[config.mk]
export PLATFORM = sky130hd
export DESIGN_NAME = flv_avc_tag_to_annexb_unit_flat
export DESIGN_NICKNAME = d
export VERILOG_FILES = /design/src/rtl/core/flvat_pkg.sv /design/src/rtl/core/flvat_if.sv /design/src/rtl/core/flvat_front.sv /design/src/rtl/core/flvat_fifo.sv /design/src/rtl/core/flvat_back.sv /design/src/rtl/core/flv_avc_tag_to_annexb_unit.sv /design/src/flat_wrapper.sv
export SDC_FILE = /design/constraint.sdc
export NUM_CORES = 1
export LEC_CHECK = 0
export ABC_AREA = 0
export CAP_MARGIN = 20
export CORE_UTILIZATION = 40
export CTS_CLUSTER_SIZE = 24
export DETAILED_ROUTE_END_ITERATION = 10
export DONT_BUFFER_PORTS = 1
export PLACE_DENSITY_LB_ADDON = 0.08
export RECOVER_POWER = 50
export SYNTH_ARGS = -nofsm -noshare
export SYNTH_HDL_FRONTEND = slang
export SYNTH_HIERARCHICAL = 1
export SYNTH_SLANG_ARGS = --single-unit
[constraint.sdc]
create_clock -name clk -period 5.18 [get_ports clk]
set_input_delay 1.036 -clock clk [delete_from_list [all_inputs] [get_ports clk]]
set_output_delay 1.036 -clock clk [all_outputs]
set_load 0.02 [all_outputs]
[src/rtl/core/flvat_pkg.sv]
package flvat_pkg;

    // Work kinds handed from the parser to the output sequencer
    typedef enum logic [1:0] {
        KIND_DATA,
        KIND_START,
        KIND_MARKER
    } kind_t;

    typedef struct packed {
        kind_t       kind;
        logic [7:0]  data;
        logic [39:0] hdr;     // frame type, codec id, packet type, composition time
        logic        eot;
        logic        trunc;
    } entry_t;

    localparam logic [7:0] START_TAIL  = 8'h01;
    localparam logic [3:0] CODEC_AVC   = 4'd7;
    localparam logic [7:0] PKT_SEQ_HDR = 8'd0;
    localparam logic [7:0] PKT_NALU    = 8'd1;

    // Byte positions inside the tag body; the counter saturates at POS_MAX
    localparam int         POS_W       = 4;
    localparam logic [POS_W-1:0] POS_FRAME   = 4'd0;
    localparam logic [POS_W-1:0] POS_PKT     = 4'd1;
    localparam logic [POS_W-1:0] POS_CT_HI   = 4'd2;
    localparam logic [POS_W-1:0] POS_CT_MID  = 4'd3;
    localparam logic [POS_W-1:0] POS_CT_LO   = 4'd4;
    localparam logic [POS_W-1:0] POS_NLS     = 4'd9;
    localparam logic [POS_W-1:0] POS_CFG_END = 4'd10;
    localparam logic [POS_W-1:0] POS_MAX     = 4'd15;

    localparam logic [2:0] NLS_RESET   = 3'd4;
    localparam logic [2:0] PS_LEN_SIZE = 3'd2;

endpackage

[src/rtl/core/flvat_if.sv]
interface flvat_in_if;
    logic       valid;
    logic       ready;
    logic [7:0] tag_byte;
    logic       tag_is_video;
    logic       last_byte;

    modport source (output valid, tag_byte, tag_is_video, last_byte, input ready);
    modport sink   (input valid, tag_byte, tag_is_video, last_byte, output ready);
endinterface

interface flvat_out_if;
    logic        valid;
    logic        ready;
    logic [7:0]  out_byte;
    logic        byte_valid;
    logic        end_of_tag;
    logic [3:0]  frame_type;
    logic [3:0]  codec_id;
    logic [7:0]  packet_kind;
    logic [23:0] composition_time;
    logic        truncated;

    modport source (output valid, out_byte, byte_valid, end_of_tag, frame_type, codec_id,
                    packet_kind, composition_time, truncated, input ready);
    modport sink   (input valid, out_byte, byte_valid, end_of_tag, frame_type, codec_id,
                    packet_kind, composition_time, truncated, output ready);
endinterface

[src/rtl/core/flvat_front.sv]
module flvat_front import flvat_pkg::*;
(
    input  logic       clk,
    input  logic       rst_n,
    flvat_in_if.sink   tag,
    output logic       push,
    output entry_t     push_entry,
    input  logic       full
);

    typedef enum logic [3:0] {
        PH_HEADER,
        PH_SKIP,
        PH_CFG_PRE,
        PH_SPS_LEN,
        PH_SPS_DATA,
        PH_PPS_COUNT,
        PH_PPS_LEN,
        PH_PPS_DATA,
        PH_NAL_LEN,
        PH_NAL_DATA
    } phase_t;

    phase_t             phase_reg, phase_next;
    logic [2:0]         nls_reg, nls_next;
    logic [POS_W-1:0]   pos_reg, pos_next;
    logic [31:0]        acc_reg, acc_next;
    logic [2:0]         seen_reg, seen_next;
    logic [31:0]        rem_reg, rem_next;
    logic [39:0]        hdr_reg, hdr_next;

    logic               accept;
    logic               push_req;
    logic [31:0]        acc_sh;
    logic [2:0]         seen_inc;

    assign tag.ready = !full;
    assign accept    = tag.valid && !full;
    assign push      = accept && push_req;
    assign acc_sh    = {acc_reg[23:0], tag.tag_byte};
    assign seen_inc  = seen_reg + 3'd1;

    always_comb
    begin
        phase_next = phase_reg;
        nls_next   = nls_reg;
        pos_next   = (pos_reg == POS_MAX) ? pos_reg : pos_reg + 1'b1;
        acc_next   = acc_reg;
        seen_next  = seen_reg;
        rem_next   = rem_reg;
        hdr_next   = hdr_reg;
        push_req   = 1'b0;
        push_entry = '{kind: KIND_DATA, data: tag.tag_byte, hdr: 40'd0, eot: 1'b0,
                       trunc: 1'b0};

        case (phase_reg)
            PH_HEADER:
            begin
                case (pos_reg)
                    POS_FRAME:
                    begin
                        hdr_next = {tag.tag_byte, 32'd0};
                        if (!(tag.tag_is_video && tag.tag_byte[3:0] == CODEC_AVC))
                        begin
                            phase_next = PH_SKIP;
                        end
                    end
                    POS_PKT:    hdr_next[31:24] = tag.tag_byte;
                    POS_CT_HI:  hdr_next[23:16] = tag.tag_byte;
                    POS_CT_MID: hdr_next[15:8]  = tag.tag_byte;
                    default:
                    begin
                        hdr_next[7:0] = tag.tag_byte;
                        acc_next      = '0;
                        seen_next     = '0;
                        if (hdr_reg[31:24] == PKT_SEQ_HDR)
                        begin
                            phase_next = PH_CFG_PRE;
                        end
                        else if (hdr_reg[31:24] == PKT_NALU)
                        begin
                            phase_next = PH_NAL_LEN;
                        end
                        else
                        begin
                            phase_next = PH_SKIP;
                        end
                    end
                endcase
            end
            PH_CFG_PRE:
            begin
                if (pos_reg == POS_NLS)
                begin
                    nls_next = {1'b0, tag.tag_byte[1:0]} + 3'd1;
                end
                if (pos_reg >= POS_CFG_END)
                begin
                    phase_next = PH_SPS_LEN;
                    acc_next   = '0;
                    seen_next  = '0;
                end
            end
            PH_SPS_LEN, PH_PPS_LEN:
            begin
                if (seen_inc >= PS_LEN_SIZE)
                begin
                    push_req        = 1'b1;
                    push_entry.kind = KIND_START;
                    rem_next        = {16'd0, acc_sh[15:0]};
                    acc_next        = '0;
                    seen_next       = '0;
                    if (phase_reg == PH_SPS_LEN)
                    begin
                        phase_next = (acc_sh[15:0] != 16'd0) ? PH_SPS_DATA : PH_PPS_COUNT;
                    end
                    else
                    begin
                        phase_next = (acc_sh[15:0] != 16'd0) ? PH_PPS_DATA : PH_SKIP;
                    end
                end
                else
                begin
                    acc_next  = acc_sh;
                    seen_next = seen_inc;
                end
            end
            PH_SPS_DATA, PH_PPS_DATA, PH_NAL_DATA:
            begin
                push_req = 1'b1;
                rem_next = rem_reg - 32'd1;
                if (rem_reg == 32'd1)
                begin
                    case (phase_reg)
                        PH_SPS_DATA: phase_next = PH_PPS_COUNT;
                        PH_PPS_DATA: phase_next = PH_SKIP;
                        default:     phase_next = PH_NAL_LEN;
                    endcase
                end
            end
            PH_PPS_COUNT:
            begin
                phase_next = PH_PPS_LEN;
                acc_next   = '0;
                seen_next  = '0;
            end
            PH_NAL_LEN:
            begin
                if (seen_inc >= nls_reg)
                begin
                    push_req        = 1'b1;
                    push_entry.kind = KIND_START;
                    rem_next        = acc_sh;
                    acc_next        = '0;
                    seen_next       = '0;
                    if (acc_sh != 32'd0)
                    begin
                        phase_next = PH_NAL_DATA;
                    end
                end
                else
                begin
                    acc_next  = acc_sh;
                    seen_next = seen_inc;
                end
            end
            default:
            begin
            end
        endcase

        push_entry.hdr = hdr_next;

        // Close the tag: flag the last word, add a marker if nothing else goes out
        if (tag.last_byte)
        begin
            if (!push_req)
            begin
                push_req        = 1'b1;
                push_entry.kind = KIND_MARKER;
                push_entry.data = 8'd0;
            end
            push_entry.eot = 1'b1;
            if (phase_next == PH_NAL_LEN)
            begin
                push_entry.trunc = (seen_next != 3'd0);
            end
            else
            begin
                push_entry.trunc = (phase_next != PH_SKIP);
            end
            phase_next = PH_HEADER;
            pos_next   = '0;
            acc_next   = '0;
            seen_next  = '0;
            rem_next   = '0;
            hdr_next   = '0;
        end
    end

    always_ff @(posedge clk or negedge rst_n)
    begin
        if (!rst_n)
        begin
            phase_reg <= PH_HEADER;
            nls_reg   <= NLS_RESET;
            pos_reg   <= '0;
            acc_reg   <= '0;
            seen_reg  <= '0;
            rem_reg   <= '0;
            hdr_reg   <= '0;
        end
        else if (accept)
        begin
            phase_reg <= phase_next;
            nls_reg   <= nls_next;
            pos_reg   <= pos_next;
            acc_reg   <= acc_next;
            seen_reg  <= seen_next;
            rem_reg   <= rem_next;
            hdr_reg   <= hdr_next;
        end
    end

endmodule

[src/rtl/core/flvat_fifo.sv]
module flvat_fifo import flvat_pkg::*;
#(
    parameter int DEPTH = 4
)
(
    input  logic   clk,
    input  logic   rst_n,
    input  logic   push,
    input  entry_t push_entry,
    output logic   full,
    input  logic   pop,
    output entry_t head,
    output logic   empty
);

    localparam int PTR_W = (DEPTH > 1) ? $clog2(DEPTH) : 1;
    localparam int CNT_W = $clog2(DEPTH + 1);
    localparam logic [PTR_W-1:0] PTR_LAST = PTR_W'(DEPTH - 1);
    localparam logic [CNT_W-1:0] CNT_FULL = CNT_W'(DEPTH);

    entry_t           slot_reg [DEPTH];
    logic [PTR_W-1:0] wr_ptr_reg, rd_ptr_reg;
    logic [CNT_W-1:0] cnt_reg;
    logic             do_push, do_pop;

    assign full    = (cnt_reg == CNT_FULL);
    assign empty   = (cnt_reg == '0);
    assign do_push = push && !full;
    assign do_pop  = pop && !empty;
    assign head    = slot_reg[rd_ptr_reg];

    always_ff @(posedge clk or negedge rst_n)
    begin
        if (!rst_n)
        begin
            wr_ptr_reg <= '0;
            rd_ptr_reg <= '0;
            cnt_reg    <= '0;
        end
        else
        begin
            if (do_push)
            begin
                wr_ptr_reg <= (wr_ptr_reg == PTR_LAST) ? '0 : wr_ptr_reg + 1'b1;
            end
            if (do_pop)
            begin
                rd_ptr_reg <= (rd_ptr_reg == PTR_LAST) ? '0 : rd_ptr_reg + 1'b1;
            end
            if (do_push && !do_pop)
            begin
                cnt_reg <= cnt_reg + 1'b1;
            end
            else if (do_pop && !do_push)
            begin
                cnt_reg <= cnt_reg - 1'b1;
            end
        end
    end

    always_ff @(posedge clk)
    begin
        if (do_push)
        begin
            slot_reg[wr_ptr_reg] <= push_entry;
        end
    end

endmodule

[src/rtl/core/flvat_back.sv]
module flvat_back import flvat_pkg::*;
(
    input  logic        clk,
    input  logic        rst_n,
    input  entry_t      head,
    input  logic        empty,
    output logic        pop,
    flvat_out_if.source annexb
);

    logic        valid_reg;
    logic [1:0]  sc_reg;
    logic [7:0]  byte_reg;
    logic        bvalid_reg;
    logic        eot_reg;
    logic        trunc_reg;
    logic [39:0] hdr_reg;

    logic        load;
    logic        final_piece;
    logic [7:0]  byte_next;

    assign load        = !valid_reg || annexb.ready;
    assign final_piece = (head.kind != KIND_START) || (sc_reg == 2'd3);
    assign pop         = load && !empty && final_piece;

    always_comb
    begin
        case (head.kind)
            KIND_DATA:  byte_next = head.data;
            KIND_START: byte_next = (sc_reg == 2'd3) ? START_TAIL : 8'd0;
            default:    byte_next = 8'd0;
        endcase
    end

    always_ff @(posedge clk or negedge rst_n)
    begin
        if (!rst_n)
        begin
            valid_reg <= 1'b0;
            sc_reg    <= '0;
        end
        else if (load)
        begin
            valid_reg <= !empty;
            if (!empty)
            begin
                sc_reg <= final_piece ? 2'd0 : sc_reg + 2'd1;
            end
        end
    end

    always_ff @(posedge clk)
    begin
        if (load && !empty)
        begin
            byte_reg   <= byte_next;
            bvalid_reg <= (head.kind != KIND_MARKER);
            eot_reg    <= head.eot && final_piece;
            trunc_reg  <= head.trunc && final_piece;
            hdr_reg    <= head.hdr;
        end
    end

    assign annexb.valid            = valid_reg;
    assign annexb.out_byte         = byte_reg;
    assign annexb.byte_valid       = bvalid_reg;
    assign annexb.end_of_tag       = eot_reg;
    assign annexb.truncated        = trunc_reg;
    assign annexb.frame_type       = hdr_reg[39:36];
    assign annexb.codec_id         = hdr_reg[35:32];
    assign annexb.packet_kind      = hdr_reg[31:24];
    assign annexb.composition_time = hdr_reg[23:0];

endmodule

[src/rtl/core/flv_avc_tag_to_annexb_unit.sv]
// FLV video tag body to H.264 Annex B converter.
//
// tag    : one tag body byte per word, with tag_is_video (looked at on the
//          first byte only) and last_byte marking the final byte of a tag.
// annexb : Annex B bytes (start codes 00 00 00 01 and NAL payload) with the
//          header fields of the tag they belong to. The last word of every
//          tag has end_of_tag set; a tag that ends on a byte producing no
//          output gets a marker word with byte_valid low.
//
// An accepted byte passes through the entry queue to the output register.
// Throughput is one byte per cycle through payload while the receiver is
// ready; each start code takes four output words, and the parser keeps
// accepting while the queue (QUEUE_DEPTH entries) has room, absorbing bursts.
// Reset clears the parser, queue and output register and sets the NAL length
// size to 4. When the receiver stalls, the output word holds, the queue fills
// and tag.ready drops once the queue is full.
module flv_avc_tag_to_annexb_unit import flvat_pkg::*;
#(
    parameter int QUEUE_DEPTH = 4
)
(
    input  logic        clk,
    input  logic        rst_n,
    flvat_in_if.sink    tag,
    flvat_out_if.source annexb
);

    logic   push;
    entry_t push_entry;
    logic   full;
    logic   pop;
    entry_t head;
    logic   empty;

    // Parse tag bytes, track the NAL framing, emit one entry per output event
    flvat_front u_front (
        .clk        (clk),
        .rst_n      (rst_n),
        .tag        (tag),
        .push       (push),
        .push_entry (push_entry),
        .full       (full)
    );

    // Decouple the parser from the output sequencer
    flvat_fifo #(
        .DEPTH (QUEUE_DEPTH)
    ) u_fifo (
        .clk        (clk),
        .rst_n      (rst_n),
        .push       (push),
        .push_entry (push_entry),
        .full       (full),
        .pop        (pop),
        .head       (head),
        .empty      (empty)
    );

    // Expand entries into output words: start codes become four words
    flvat_back u_back (
        .clk    (clk),
        .rst_n  (rst_n),
        .head   (head),
        .empty  (empty),
        .pop    (pop),
        .annexb (annexb)
    );

endmodule

[src/flat_wrapper.sv]
// flat-port wrapper written by rule: the top's interface ports become plain ports
module flv_avc_tag_to_annexb_unit_flat import flvat_pkg::*;
#(
    parameter int QUEUE_DEPTH = 4
)
  (clk, rst_n, tag_valid, tag_tag_byte, tag_tag_is_video, tag_last_byte, tag_ready, annexb_valid, annexb_out_byte, annexb_byte_valid, annexb_end_of_tag, annexb_frame_type, annexb_codec_id, annexb_packet_kind, annexb_composition_time, annexb_truncated, annexb_ready);
  flvat_in_if tag_i ();
  flvat_out_if annexb_i ();
  input  logic clk;
  input  logic rst_n;
  input wire logic [$bits(tag_i.valid)-1:0] tag_valid;
  input wire logic [$bits(tag_i.tag_byte)-1:0] tag_tag_byte;
  input wire logic [$bits(tag_i.tag_is_video)-1:0] tag_tag_is_video;
  input wire logic [$bits(tag_i.last_byte)-1:0] tag_last_byte;
  output wire logic [$bits(tag_i.ready)-1:0] tag_ready;
  output wire logic [$bits(annexb_i.valid)-1:0] annexb_valid;
  output wire logic [$bits(annexb_i.out_byte)-1:0] annexb_out_byte;
  output wire logic [$bits(annexb_i.byte_valid)-1:0] annexb_byte_valid;
  output wire logic [$bits(annexb_i.end_of_tag)-1:0] annexb_end_of_tag;
  output wire logic [$bits(annexb_i.frame_type)-1:0] annexb_frame_type;
  output wire logic [$bits(annexb_i.codec_id)-1:0] annexb_codec_id;
  output wire logic [$bits(annexb_i.packet_kind)-1:0] annexb_packet_kind;
  output wire logic [$bits(annexb_i.composition_time)-1:0] annexb_composition_time;
  output wire logic [$bits(annexb_i.truncated)-1:0] annexb_truncated;
  input wire logic [$bits(annexb_i.ready)-1:0] annexb_ready;
  assign tag_i.valid = tag_valid;
  assign tag_i.tag_byte = tag_tag_byte;
  assign tag_i.tag_is_video = tag_tag_is_video;
  assign tag_i.last_byte = tag_last_byte;
  assign tag_ready = tag_i.ready;
  assign annexb_valid = annexb_i.valid;
  assign annexb_out_byte = annexb_i.out_byte;
  assign annexb_byte_valid = annexb_i.byte_valid;
  assign annexb_end_of_tag = annexb_i.end_of_tag;
  assign annexb_frame_type = annexb_i.frame_type;
  assign annexb_codec_id = annexb_i.codec_id;
  assign annexb_packet_kind = annexb_i.packet_kind;
  assign annexb_composition_time = annexb_i.composition_time;
  assign annexb_truncated = annexb_i.truncated;
  assign annexb_i.ready = annexb_ready;
  flv_avc_tag_to_annexb_unit #(.QUEUE_DEPTH(QUEUE_DEPTH)) u_core (.clk(clk), .rst_n(rst_n), .tag(tag_i), .annexb(annexb_i));
endmodule
Yosys cells after proc, flatten, opt, wreduce, memory -nomap -nowiden
Memories as Yosys holds them, arrays and structs flattened.
Index checks and enable logic that the tools add are counted.

word-level totals
  memories kept = 1
  output and inout bits = 53
  logic and storage cells = 159
  register bits after elaboration = 171
  input port bits = 14
  memory bits (writable) = 208

operators by class
  eq/ne operators = 30
  reductions and logical operators = 38
  $add $sub $neg = 9
  bitwise gates (word level) = 1
  mux-type cells = 60
  $lt $le $gt $ge = 3

memory list
  memory                  depth  width  rd ports  clocked after memory_dff  write ports  line              source
  u_core.u_fifo.slot_reg  4      52     1         0                         1            flvat_fifo.sv:21  entry_t slot_reg [DEPTH];

operators with widths
  kind                     number
  $mux W24                 5
  $pmux W24 S5             1
  $mux W32                 3
  $pmux W32 S3             1
  $mux W40                 2
  $pmux W8 S2              5
  $mux W4                  11
  $eq A32 B1 Y1 const B    1
  $reduce_bool A32 Y1      1
  $sub A32 B1 Y32 const B  1
  $mux W3                  9
  $pmux W4 S6              1
  $eq A4 B3 Y1 const B     5
  $eq A4 B4 Y1 const B     5
  $mux W10                 2
  $eq A4 B2 Y1 const B     4
  $pmux W4 S2              2
  $reduce_bool A16 Y1      1
  $pmux W3 S5              1
  $ne A3 B3 Y1 const B     4
  $logic_and A1 B1 Y1      11
  $mux W1                  10
  $eq A8 B1 Y1 const B     1
  $logic_not A4 Y1         2
  35 further kinds         52

Depth between registers and ports, before layout
  word-level depth = 11
  depth in mapped cells = 15
  depth with buffers taken out = 14

Hierarchy
The synthesis kept the hierarchy.

by module, submodules not included
  module       cells an instance  area an instance (sq um)  instances
  flvat_fifo   309                7945.1                    1
  flvat_front  724                6495.0                    1
  flvat_back   79                 1784.2                    1

Worst setup path after synthesis
Ideal clock, no wire load.

  path kind = input-to-reg
  start = in annexb_ready
  end = reg u_core.u_fifo.cnt_reg[1]
  cell stages on the path = 8
  data arrival time = 3.860 ns
  setup slack = 1.195 ns
  data required time = 5.055 ns
  path buffers = 0
  path through = inv_1 a21oi_2 and2b_1 o31ai_2 ha_1 inv_1 fa_1 mux2_2

between the ends
  cells in the longest elaborated chain, start to end = 7
  elaborated cells between the ends (all ways) = 9
  classes of those cells = 1 x mux; 8 x reduce/logical

RTL lines
  element                                        line                              source
  start: declaration                             flat_wrapper.sv:25                input wire logic [$bits(annexb_i.ready)-1:0] annexb_ready;
  $logic_or A1 B1 Y1 (*)                         flvat_back.sv:23                  assign load = !valid_reg || annexb.ready;
  $logic_and A1 B1 Y1 (*) (2 in series)          flvat_back.sv:25                  assign pop = load && !empty && final_piece;
  net u_core.pop                                 flv_avc_tag_to_annexb_unit.sv:31  logic pop;
  $logic_and A1 B1 Y1 (*)                        flvat_fifo.sv:29                  assign do_pop = pop && !empty;
  $logic_not A1 Y1                               flvat_fifo.sv:50                  if (do_push && !do_pop)
  $logic_and A1 B1 Y1                            flvat_fifo.sv:50
  $mux W3 or $reduce_bool A2 Y1 (tied branches)  -
  end signal: assignment                         flvat_fifo.sv:52                  cnt_reg <= cnt_reg + 1'b1;
  end signal: assignment                         flvat_fifo.sv:56                  cnt_reg <= cnt_reg - 1'b1;
  end: declaration                               flvat_fifo.sv:23                  logic [CNT_W-1:0] cnt_reg;

Mark *: on every way through the listed nets, which the timed path passes. The rest lies on a longest branch.
A chain may end at the register's enable or synchronous reset.

==> results.sh <==
export IMPL_outcome="finished, violations left"
export IMPL_violations="capacitance limit, slew limit"
export IMPL_globalplace_congestion=0.859
export IMPL_diodes=0
export IMPL_vias=9384
export IMPL_maxSlewViolCount=128
export IMPL_power_density_nw_per_um2=543
export IMPL_root_buffer="clkbuf_16"
export IMPL_yosysWarnings=6
export IMPL_power_frac_seq_pct=47.7
export IMPL_wl_per_cell_um=23.2
export IMPL_ys_seq_area_share_pct=66.5
export IMPL_cts_buffer_depth=3
export IMPL_synthCells=1112
export IMPL_switching_share_pct=32.2
export IMPL_dpl_cell_area_um2=16600
export IMPL_cts_hold_buf=0
export IMPL_drt_iter0_drc=744
export IMPL_core_um2=39800
export IMPL_hold_ws_ns=0.160
export IMPL_worstSetupEndpointType="register"
export IMPL_async_reset_ff_share_pct=31.7
export IMPL_synth_nets=1145
export IMPL_ys_types=84
export IMPL_power_mw=9.70
export IMPL_cap_violations=3
export IMPL_reg2reg_depth=4
export IMPL_overflow=0
export IMPL_post_cts_resized=0
export IMPL_die_area_um2=41400
export IMPL_p_sw_mw=3.12
export IMPL_cts_max_level=2
export IMPL_finalInstanceArea_um2=17900
export IMPL_fin_ws_ns=1.07
export IMPL_tightestPinTransition_ns=3.59
export IMPL_io_buffers=0
export IMPL_fin_setup_tns_ns=0
export IMPL_largest_register_ff_count=208
export IMPL_cts_inserted_buffers=42
export IMPL_intPower_mw=6.58
export IMPL_critPathKind="register to register"
export IMPL_layout_commonest_cell="edfxtp_1"
export IMPL_cp_max_fo=52
export IMPL_detail_route_vias_per_cell=5.65
export IMPL_cts_setup_buffers=0
export IMPL_grt_pass1_wl_mm=60.0
export IMPL_pwr_share_comb_pct=23.8
export IMPL_rows=73
export IMPL_dieWidth_um=203
export IMPL_cts_tree="done"
export IMPL_clkPwrFrac_pct=28.4
export IMPL_ioPinCount=67
export IMPL_syn_to_final_growth_pct=10.1
export IMPL_clkTransAtPathRegs_ns=0.06
export IMPL_layout_drive_gt1_share_pct=14.3
export IMPL_vdd_drop_max_v=0.000245
export IMPL_synth_area_um2=16200
export IMPL_drt_wl_total_mm=38.5
export IMPL_hpwl_mm=22.7
export IMPL_min_path_type="input port to async pin"
export IMPL_ys_ff_latch=379
export IMPL_fin_crit_ns=4.11
export IMPL_synthFlopType="edfxtp_1"
export IMPL_ant_nets=0
export IMPL_setup_violations=0
export IMPL_route_detailed_drc=0
export IMPL_min_period_over_period_pct=79.3
export IMPL_power_leakage_nw=6.60
export IMPL_cp_start_kind="register"
export IMPL_cts_sinks=379
export IMPL_nets=1136
export IMPL_hold_viol=0
export IMPL_antenna_found_initial=0
export IMPL_synth_edf_count=259
export IMPL_clock_latency_ns=0.57
export IMPL_grtUsageTotal_pct=19.3
export IMPL_skew_ns=0.0179
export IMPL_layout_common_cells="259 x edfxtp_1, 119 x dfrtp_1, 99 x nand2_1"
export IMPL_avgSynthCellArea_um2=14.6
export IMPL_pre_cts_slack_ns=1.38
export IMPL_dr_pass1_iters=7
export IMPL_grt_pass1_vias=9567
export IMPL_start_util_pct=40.7
export IMPL_rsz0062_at_grt="no"
export IMPL_cp_required_ns=5.59
export IMPL_grt_start_max_net_pins=121
export IMPL_arrival_ns=4.51
export IMPL_max_slew_margin_rel_pct=-139
export IMPL_chipHeight_um=203
export IMPL_fmaxAchievable_mhz=244
[logic make-up (layout without fill, tap and decap cells)]
group / after synthesis / in the layout / share of synthesized area, %
flops: 379 / 379 / 66.5
simple gates: 304 / 304 / 9.79
fa+ha+maj: 21 / 21 / 1.65
compound gates: 239 / 239 / 10.1
buf+inv: 91 / 115 / 3.07
xor+xnor: 11 / 11 / 0.640
mux: 67 / 67 / 8.29
[Yosys cell counts, types with 6 or more instances]
library cell / number / area (um2)
edfxtp_1: 259 / 7780
dfrtp_1: 119 / 2980
nand2_1: 99 / 372
a22o_1: 67 / 587
o21ai_1: 62 / 310
mux4_2: 52 / 1170
nor2_1: 50 / 188
a21oi_1: 32 / 160
nand3_1: 32 / 160
clkbuf_1: 28 / 105
inv_1: 23 / 86.3
o21ai_0: 22 / 110
and2_1: 21 / 131
nor3_1: 21 / 105
buf_2: 18 / 90.1
ha_1: 18 / 225
nor4_1: 16 / 100
a22oi_1: 11 / 82.6
mux2_2: 11 / 124
buf_4: 9 / 67.6
nor2b_1: 8 / 50.1
and3_1: 7 / 43.8
clkbuf_8: 7 / 96.3
nand4_1: 7 / 43.8
or3_1: 7 / 43.8
xnor2_1: 7 / 61.3
a32oi_1: 6 / 52.6
nand2b_1: 6 / 37.5
[metal layers]
layer	routed length [um]	GRT usage, %	part of all wire, %
met1	17400	26.5	45
met2	18200	30.5	47
met3	1820	3.98	4.7
met4	1060	6.53	2.7
met5	0	0	0
[metrics by stage]
stage	cells	utilization, %
2_1_floorplan	1112	-
3_3_place_gp	1584	41.8
3_5_place_dp	1584	41.8
4_1_cts	1661	45.0
5_1_grt	1661	44.9
6_report	1661	44.9
[final timing paths]
| kind | from | endpoint | slack [ns] |
|---|---|---|---|
| max | u_core/u_fifo/rd_ptr_reg[1]$_DFFE_PN0P_ | u_core/u_back/annexb.out_byte[0]$_DFFE_PP_ | 1.07 |
| min | rst_n | u_core/u_front/rem_reg[15]$_DFFE_PN0P_ | 0.16 |
| max reg2reg | u_core/u_fifo/rd_ptr_reg[1]$_DFFE_PN0P_ | u_core/u_back/annexb.out_byte[0]$_DFFE_PP_ | 1.07 |
| min reg2reg | u_core/u_front/hdr_reg[35]$_DFFE_PN0P_ | u_core/u_front/hdr_reg[35]$_DFFE_PN0P_ | 0.50 |
| max in group asynchronous | rst_n | u_core/u_front/nls_reg[2]$_DFFE_PN1P_ | 4.76 |
| min in group clk | u_core/u_front/hdr_reg[35]$_DFFE_PN0P_ | u_core/u_front/hdr_reg[35]$_DFFE_PN0P_ | 0.50 |
[layout make-up]
class | instances | area, um2
Tap cell | 525 | 657
Timing Repair Buffer | 14 | 135
Clock buffer | 54 | 1100
Fill cell | 3584 | 22000
Multi-Input combinational cell | 642 | 4950
Inverter | 24 | 90.1
Clock inverter | 23 | 158
Sequential cell | 379 | 10800
[critical path: stages, from the launching register on]
cell and delay, ns:
dfrtp_1 0.43, clkbuf_1 2.56, mux4_2 0.71, mux2i_1 0.09, nor2_1 0.14
[power by group through the flow]
| stage | clock network [mW] | registers (mW) | logic [mW] |
|---|---|---|---|
| after floorplan | 0 | 4.53 | 1.81 |
| after global placement | 0 | 4.69 | 2.30 |
| after detailed placement | 0 | 4.70 | 2.31 |
| after CTS | 2.84 | 4.64 | 2.32 |
| after global routing | 2.95 | 4.71 | 2.54 |
| final | 2.76 | 4.63 | 2.31 |
(Power assumes the default switching activity.)
